==> config.mk <==
export PLATFORM = sky130hd
export DESIGN_NAME = timer_divider_search
export DESIGN_NICKNAME = d
export VERILOG_FILES = /design/src/hdl/tds_pkg.sv /design/src/hdl/timer_divider_search.sv
export SDC_FILE = /design/constraint.sdc
export NUM_CORES = 2
export LEC_CHECK = 0
export BUFFER_PORTS_ARGS = -buffer_cell sky130_fd_sc_hd__buf_2
export CORE_UTILIZATION = 55
export DETAILED_ROUTE_END_ITERATION = 8
export PLACE_DENSITY = 0.82
export REMOVE_ABC_BUFFERS = 1
export SYNTH_ARGS = -nofsm -noshare
export SYNTH_HDL_FRONTEND = slang
export SYNTH_SLANG_ARGS = --single-unit
==> constraint.sdc <==
create_clock -name clk -period 10.3 [get_ports clk]
set_input_delay 2.06 -clock clk [delete_from_list [all_inputs] [get_ports clk]]
set_output_delay 2.06 -clock clk [all_outputs]
set_load 0.005 [all_outputs]
==> src/hdl/tds_pkg.sv <==
// ---------------------------------------------------------------------------
// tds_pkg: shared constants for the timer divider search
// field widths, stream packing and fixed limits of the search
// ---------------------------------------------------------------------------
package tds_pkg;

	localparam int unsigned WORD_W     = 32;
	localparam int unsigned PSC_W      = 16;
	localparam int unsigned FACTOR_W   = 16;
	localparam int unsigned DIV_CNT_W  = 5;

	localparam int unsigned S_DATA_W   = 48;
	localparam int unsigned M_DATA_W   = 80;

	localparam logic [WORD_W-1:0] CLOCK_HZ_RESET    = 32'd84000000;
	localparam logic [WORD_W-1:0] RELOAD_LIM_NARROW = 32'h0001_0000;
	localparam logic [WORD_W-1:0] ERR_INIT          = 32'hFFFF_FFFF;

endpackage

==> src/hdl/timer_divider_search.sv <==
// ---------------------------------------------------------------------------
// timer_divider_search: prescaler and auto-reload search
// tries each prescaler in turn and keeps the pair closest to the target rate
// ---------------------------------------------------------------------------
// first a division gives the divisor; then per prescaler tried a division for
// the reload, a multiply, a division for the achieved rate, compare and step,
// plus a division for a divisibility check; a reload out of range skips
// to the step. a final step loads the result. up to 65536 prescalers are tried.
// one bit-serial divider is shared by every division; one item at a time.
// arst_n clears the sequencer and output valid and loads clock_hz to 84 MHz.
module timer_divider_search
	import tds_pkg::*;
#(
	parameter int unsigned PRESCALER_MAX = 65535
) (
	input  logic                clk,
	input  logic                arst_n,
	input  logic                cfg_we,
	input  logic [WORD_W-1:0]   cfg_wdata,
	input  logic                s_tvalid,
	output logic                s_tready,
	input  logic [S_DATA_W-1:0] s_tdata,   // target_hz, divisibility_factor
	input  logic                s_tuser,   // narrow_reload
	output logic                m_tvalid,
	input  logic                m_tready,
	output logic [M_DATA_W-1:0] m_tdata,   // prescaler, reload, achieved_hz
	output logic                m_tuser    // found
);

	localparam logic [PSC_W-1:0]  PSC_MAX   = PSC_W'(PRESCALER_MAX);
	localparam logic [WORD_W-1:0] PSC_MAX_W = WORD_W'(PRESCALER_MAX);

	typedef enum logic [2:0] {
		ST_IDLE,
		ST_DIV,
		ST_MUL,
		ST_CHECK,
		ST_NEXT,
		ST_FINISH
	} state_t;

	typedef enum logic [1:0] {
		PH_DIVISOR,
		PH_RELOAD,
		PH_FREQ,
		PH_MOD
	} phase_t;

	state_t state_q;
	phase_t phase_q;

	logic [WORD_W-1:0]    clock_q;
	logic [WORD_W-1:0]    target_q;
	logic [FACTOR_W-1:0]  factor_q;
	logic                 narrow_q;
	logic [WORD_W-1:0]    div_q;
	logic [PSC_W-1:0]     p_q;
	logic [PSC_W-1:0]     hi_q;
	logic [WORD_W-1:0]    r_q;
	logic [WORD_W-1:0]    freq_q;
	logic [WORD_W-1:0]    min_err_q;
	logic [PSC_W-1:0]     best_psc_q;
	logic [WORD_W-1:0]    best_rel_q;
	logic [WORD_W-1:0]    best_freq_q;
	logic                 found_q;

	// shared divider
	logic [WORD_W-1:0]    rem_q;
	logic [WORD_W-1:0]    quo_q;
	logic [WORD_W-1:0]    dvs_q;
	logic [DIV_CNT_W-1:0] cnt_q;

	logic [WORD_W:0]      trial;
	logic [WORD_W:0]      diff;
	logic                 ge;
	logic [WORD_W-1:0]    rem_nxt;
	logic [WORD_W-1:0]    quo_nxt;

	logic [WORD_W-1:0]    prod;
	logic [WORD_W-1:0]    p_plus1;
	logic [WORD_W-1:0]    err;
	logic [PSC_W-1:0]     lo_nxt;
	logic [PSC_W-1:0]     hi_nxt;
	logic                 s_xfer;

	logic [WORD_W-1:0]    o_rel_q;
	logic [WORD_W-1:0]    o_freq_q;
	logic [PSC_W-1:0]     o_psc_q;
	logic                 o_found_q;
	logic                 m_valid_q;

	assign s_tready = (state_q == ST_IDLE);
	assign s_xfer   = s_tvalid && s_tready;

	assign trial   = {rem_q, quo_q[WORD_W-1]};
	assign diff    = trial - {1'b0, dvs_q};
	assign ge      = !diff[WORD_W];
	assign rem_nxt = ge ? diff[WORD_W-1:0] : trial[WORD_W-1:0];
	assign quo_nxt = {quo_q[WORD_W-2:0], ge};

	assign p_plus1 = WORD_W'(p_q) + WORD_W'(1);
	// (p+1)*r never exceeds the divisor, so 32 bits hold it
	assign prod    = WORD_W'(p_plus1 * r_q);
	assign err     = (freq_q > target_q) ? freq_q - target_q : target_q - freq_q;

	// search bounds from the divisor just produced
	always_comb begin
		lo_nxt = '0;
		if (narrow_q && quo_nxt > RELOAD_LIM_NARROW) begin
			lo_nxt = PSC_W'((quo_nxt - WORD_W'(1)) >> PSC_W);
		end
		hi_nxt = (quo_nxt < PSC_MAX_W) ? quo_nxt[PSC_W-1:0] : PSC_MAX;
	end

	always_ff @(posedge clk or negedge arst_n) begin
		if (!arst_n) begin
			state_q   <= ST_IDLE;
			phase_q   <= PH_DIVISOR;
			clock_q   <= CLOCK_HZ_RESET;
			m_valid_q <= 1'b0;
			cnt_q     <= '0;
		end else begin
			if (cfg_we) begin
				clock_q <= cfg_wdata;
			end
			// in ST_FINISH the output register is handled below
			if (m_valid_q && m_tready && state_q != ST_FINISH) begin
				m_valid_q <= 1'b0;
			end

			unique case (state_q)
				ST_IDLE: begin
					if (s_xfer) begin
						target_q    <= s_tdata[WORD_W-1:0];
						factor_q    <= s_tdata[WORD_W +: FACTOR_W];
						narrow_q    <= s_tuser;
						min_err_q   <= ERR_INIT;
						best_psc_q  <= '0;
						best_rel_q  <= '0;
						best_freq_q <= '0;
						found_q     <= 1'b0;
						if (s_tdata[WORD_W-1:0] == '0) begin
							state_q <= ST_FINISH;
						end else begin
							rem_q   <= '0;
							quo_q   <= clock_q;
							dvs_q   <= s_tdata[WORD_W-1:0];
							cnt_q   <= '0;
							phase_q <= PH_DIVISOR;
							state_q <= ST_DIV;
						end
					end
				end
				ST_DIV: begin
					cnt_q <= cnt_q + DIV_CNT_W'(1);
					if (cnt_q != '1) begin
						rem_q <= rem_nxt;
						quo_q <= quo_nxt;
					end else begin
						unique case (phase_q)
							PH_DIVISOR: begin
								div_q <= quo_nxt;
								hi_q  <= hi_nxt;
								p_q   <= lo_nxt;
								if (quo_nxt == '0 || lo_nxt > hi_nxt) begin
									state_q <= ST_FINISH;
								end else begin
									rem_q   <= '0;
									quo_q   <= quo_nxt;
									dvs_q   <= WORD_W'(lo_nxt) + WORD_W'(1);
									phase_q <= PH_RELOAD;
								end
							end
							PH_RELOAD: begin
								r_q <= quo_nxt;
								if (quo_nxt == '0 ||
								    (narrow_q && quo_nxt > RELOAD_LIM_NARROW)) begin
									state_q <= ST_NEXT;
								end else begin
									state_q <= ST_MUL;
								end
							end
							PH_FREQ: begin
								freq_q <= quo_nxt;
								if (factor_q > FACTOR_W'(1)) begin
									rem_q   <= '0;
									quo_q   <= quo_nxt;
									dvs_q   <= WORD_W'(factor_q);
									phase_q <= PH_MOD;
								end else begin
									state_q <= ST_CHECK;
								end
							end
							PH_MOD: begin
								state_q <= (rem_nxt != '0) ? ST_NEXT : ST_CHECK;
							end
							default: begin
								state_q <= ST_FINISH;
							end
						endcase
					end
				end
				ST_MUL: begin
					rem_q   <= '0;
					quo_q   <= clock_q;
					dvs_q   <= prod;
					cnt_q   <= '0;
					phase_q <= PH_FREQ;
					state_q <= ST_DIV;
				end
				ST_CHECK: begin
					if (err < min_err_q) begin
						min_err_q   <= err;
						best_psc_q  <= p_q;
						best_rel_q  <= r_q - WORD_W'(1);
						best_freq_q <= freq_q;
						found_q     <= 1'b1;
					end
					// exact match ends the search
					if (err == '0) begin
						state_q <= ST_FINISH;
					end else begin
						state_q <= ST_NEXT;
					end
				end
				ST_NEXT: begin
					if (p_q == hi_q) begin
						state_q <= ST_FINISH;
					end else begin
						p_q     <= p_q + PSC_W'(1);
						rem_q   <= '0;
						quo_q   <= div_q;
						dvs_q   <= p_plus1 + WORD_W'(1);
						cnt_q   <= '0;
						phase_q <= PH_RELOAD;
						state_q <= ST_DIV;
					end
				end
				ST_FINISH: begin
					// wait for the output register to be free
					if (!m_valid_q || m_tready) begin
						o_psc_q   <= best_psc_q;
						o_rel_q   <= best_rel_q;
						o_freq_q  <= best_freq_q;
						o_found_q <= found_q;
						m_valid_q <= 1'b1;
						state_q   <= ST_IDLE;
					end
				end
				default: begin
					state_q <= ST_IDLE;
				end
			endcase
		end
	end

	assign m_tvalid = m_valid_q;
	assign m_tdata  = {o_freq_q, o_rel_q, o_psc_q};
	assign m_tuser  = o_found_q;

endmodule
==> out/qor.txt <==
outcome - finished with violations
failing checks - DRC
drt pass-1 iters - 9
IR drop worst, VDD - 0.2935 mV
Final setup viols - 0
Clock Pin Slew Worst Setup and Hold Paths - 0.07 ns
worst-case hold slack - 0.3994 ns
largest net degree at the start of global routing - 71
Worst Skew - 0.04101 ns
asr flop ratio synth - 8.431%
Vias/cell - 6.072
# DRC - 1
die area - 0.07240 mm2
Routed WL - 119100 um
post-synthesis instance area - 0.03923 mm2
NumNets Final - 4652
root buffer cell - clkbuf_16
dpl hpwl - 88830 um
initial antenna violation count - 6
Die H - 269.1 um
ratio of cells with drive above 1 in the final layout - 10.29%
P_leak - 18.35 nW
Skew-Pair Late Insertion Delay - 0.66 ns
RSZ-0062 raised after global routing - false
Final Cycle Share - 84.66%
IO Count - 169
Max Clk Rate - 114.7 MHz
# Post-CTS Setup Buffers - 0
CTS Sinks - 510
Finished Layout Cells - 5018
initial drt markers - 3743
worst slew pin tran - 1.297 ns
post-synthesis register bit count - 510
crit-path max cell delay - 0.89 ns
via count - 30.47k
vias in the first global route - 29.86k
Worst Path Required - 10.64 ns
aggregate global routing overflow - 0
Hold Path Class - reg2reg
number of synthesized flops with an enable pin - 467
main flop type after synthesis - edfxtp_1
drt wl/cell - 23.74 um
Crit Path Max Fanout - 16
CP Capture Type - flop
register area share after synthesis - 38.52%
critical path type - reg2reg
Layout area overhead - 9.770%
Multi-input gate area - 0.02133 mm2
Slew HR - 13.46%
leading cell type in the layout, fill and taps excluded - inv_1
FP Rows - 97
Final Critical Period - 8.720 ns
H-tree Lvls - 2
Num CTS Buffers - 56
Cells after DPL - 4910
CTS Hold Bufs - 0
commonest non-fill, non-tap cells in the layout - 572 x inv_1, 543 x nand2_1, 467 x edfxtp_1, 322 x fa_1, 222 x nor2_1
Netlist cell types - 81
register area - 0.01511 mm2
# Max-Cap Violations - 0
cell mode on critical path - fa_1
synthesized instance count - 3915
GRT Overall Usage - 33.30%
fin. max-slew vios - 0
Max clock buf depth - 3
final hold violation count - 0
Post-DRT Antenna Nets - 0
area of the core - 0.07027 mm2
Post-CTS Resized - 0
RD Place Congestion - 1.041
cell area power density - 283.8 mW/mm2
IO buf count - 168
FILL cells - 5688
Ys Warns - 0
first-pass GRT wire length - 178500 um
CTS tree - built
initial core utilization - 55.82%
synthesized area per cell - 10.02 um2
slowest library cell on the worst path - xor2_2
CP Launch Type - flop
CP arrival - 9.06 ns
die width - 269.1 um
-- area by class of cell --
class	count	share of cell area (%)
Inverter	572	4.986
Sequential cell	510	35.09
Clock buffer	65	3.382
Clock inverter	38	1.034
Multi-Input combinational cell	2648	49.54
Antenna cell	5	0.02906
Tap cell	940	2.731
Timing Repair Buffer	240	3.208
-- synth_stat cells, types with 20 or more instances --
master	number	area, um2
ha_1	216	2703
xnor2_1	123	1077
nand4_1	30	187.7
inv_1	572	2147
edfxtp_1	467	14020
nor2b_1	28	175.2
mux2_2	37	416.7
or3_1	20	125.1
dfrtp_1	34	850.8
fa_1	322	6446
a21oi_1	188	940.9
nand3_1	63	315.3
a221oi_1	24	210.2
a21o_1	44	330.3
and2_1	106	663.1
a211oi_1	21	157.7
mux2i_1	22	220.2
and3_1	34	212.7
nor4_1	44	275.3
nor2_1	228	855.8
clkbuf_1	151	566.8
xor2_1	75	656.9
a22oi_1	35	262.8
nand2b_1	60	375.4
nand2_1	544	2042
o21ai_0	120	600.6
nor3_1	51	255.2
o21a_1	32	240.2
-- worst max-delay path, delay by kind of cell, from the launching register on --
kind | cells | cell delay [ns]
fa+ha+maj | 7 | 3.02
buf+inv | 4 | 0.56
mux | 1 | 0.15
simple gates | 9 | 1.67
compound gates | 6 | 1.41
flops | 1 | 0.69
xor+xnor | 1 | 0.89
-- where the power goes --
part	switching [mW]	total (mW)	internal (mW)
sequential	0.335	3.06	2.73
clock	0.908	2.11	1.20
combinational	4.49	7.05	2.56
-- per-layer routing --
| metal | up-vias | GRT usage (%) | routed length, um |
|---|---|---|---|
| li1 | 13310 | - | - |
| met1 | 14890 | 45.41 | 46500 |
| met2 | 1936 | 49.29 | 51520 |
| met3 | 332 | 10.00 | 15320 |
| met4 | 2 | 14.39 | 5784 |
| met5 | - | 0 | 12 |
-- stage by stage --
| step | total power, mW | setup slack (ns) | util, % | instance area, um2 | setup TNS, ns |
|---|---|---|---|---|---|
| 3_5_place_dp | 9.871 | 1.836 | 58.55 | 41150 | 0 |
| 6_report | 12.22 | 1.580 | 61.28 | 43060 | 0 |
| 3_3_place_gp | 9.786 | 2.023 | 58.55 | 41150 | 0 |
| 5_1_grt | 12.90 | 1.246 | 61.26 | 43050 | 0 |
| 2_1_floorplan | 7.564 | -0.2978 | - | 38450 | -19.06 |
| 4_1_cts | 12.02 | 1.823 | 61.26 | 43050 | 0 |
-- kinds of logic (layout without fill, tap and decap cells) --
group	Yosys count	after routing	share of synthesized area [%]
other cells	0	5	0
xor+xnor	198	198	4.421
mux	59	59	1.623
flops	510	510	38.52
buf+inv	757	915	7.444
fa+ha+maj	538	538	23.32
compound gates	599	599	9.782
simple gates	1254	1254	14.89
-- final timing paths --
path | start | to | slack, ns | cells after the start
hold reg to reg | best_rel_q[29] | o_rel_q[29] | 0.40 | 0
max in group asynchronous | arst_n | clock_q[4] | 8.29 | 2
hold / removal | best_rel_q[29] | o_rel_q[29] | 0.40 | 0
setup / recovery | p_q[0] | dvs_q[28] | 1.58 | 28
setup reg to reg | p_q[0] | dvs_q[28] | 1.58 | 28
min in group asynchronous | arst_n | clock_q[27] | 1.54 | 2
-- registers in the layout, indices dropped and copies added, names as in the netlist, 2 cells and up --
register     cells
hi_q            16
cnt_q            5
quo_q           32
r_q             32
o_rel_q         32
o_psc_q         16
min_err_q       32
target_q        32
factor_q        16
freq_q          32
o_freq_q        32
best_psc_q      16
state_q          3
best_freq_q     32
phase_q          2
dvs_q           32
clock_q         32
best_rel_q      32
p_q             16
rem_q           32
div_q           32
Note: power is estimated with default switching activity, not from simulation.
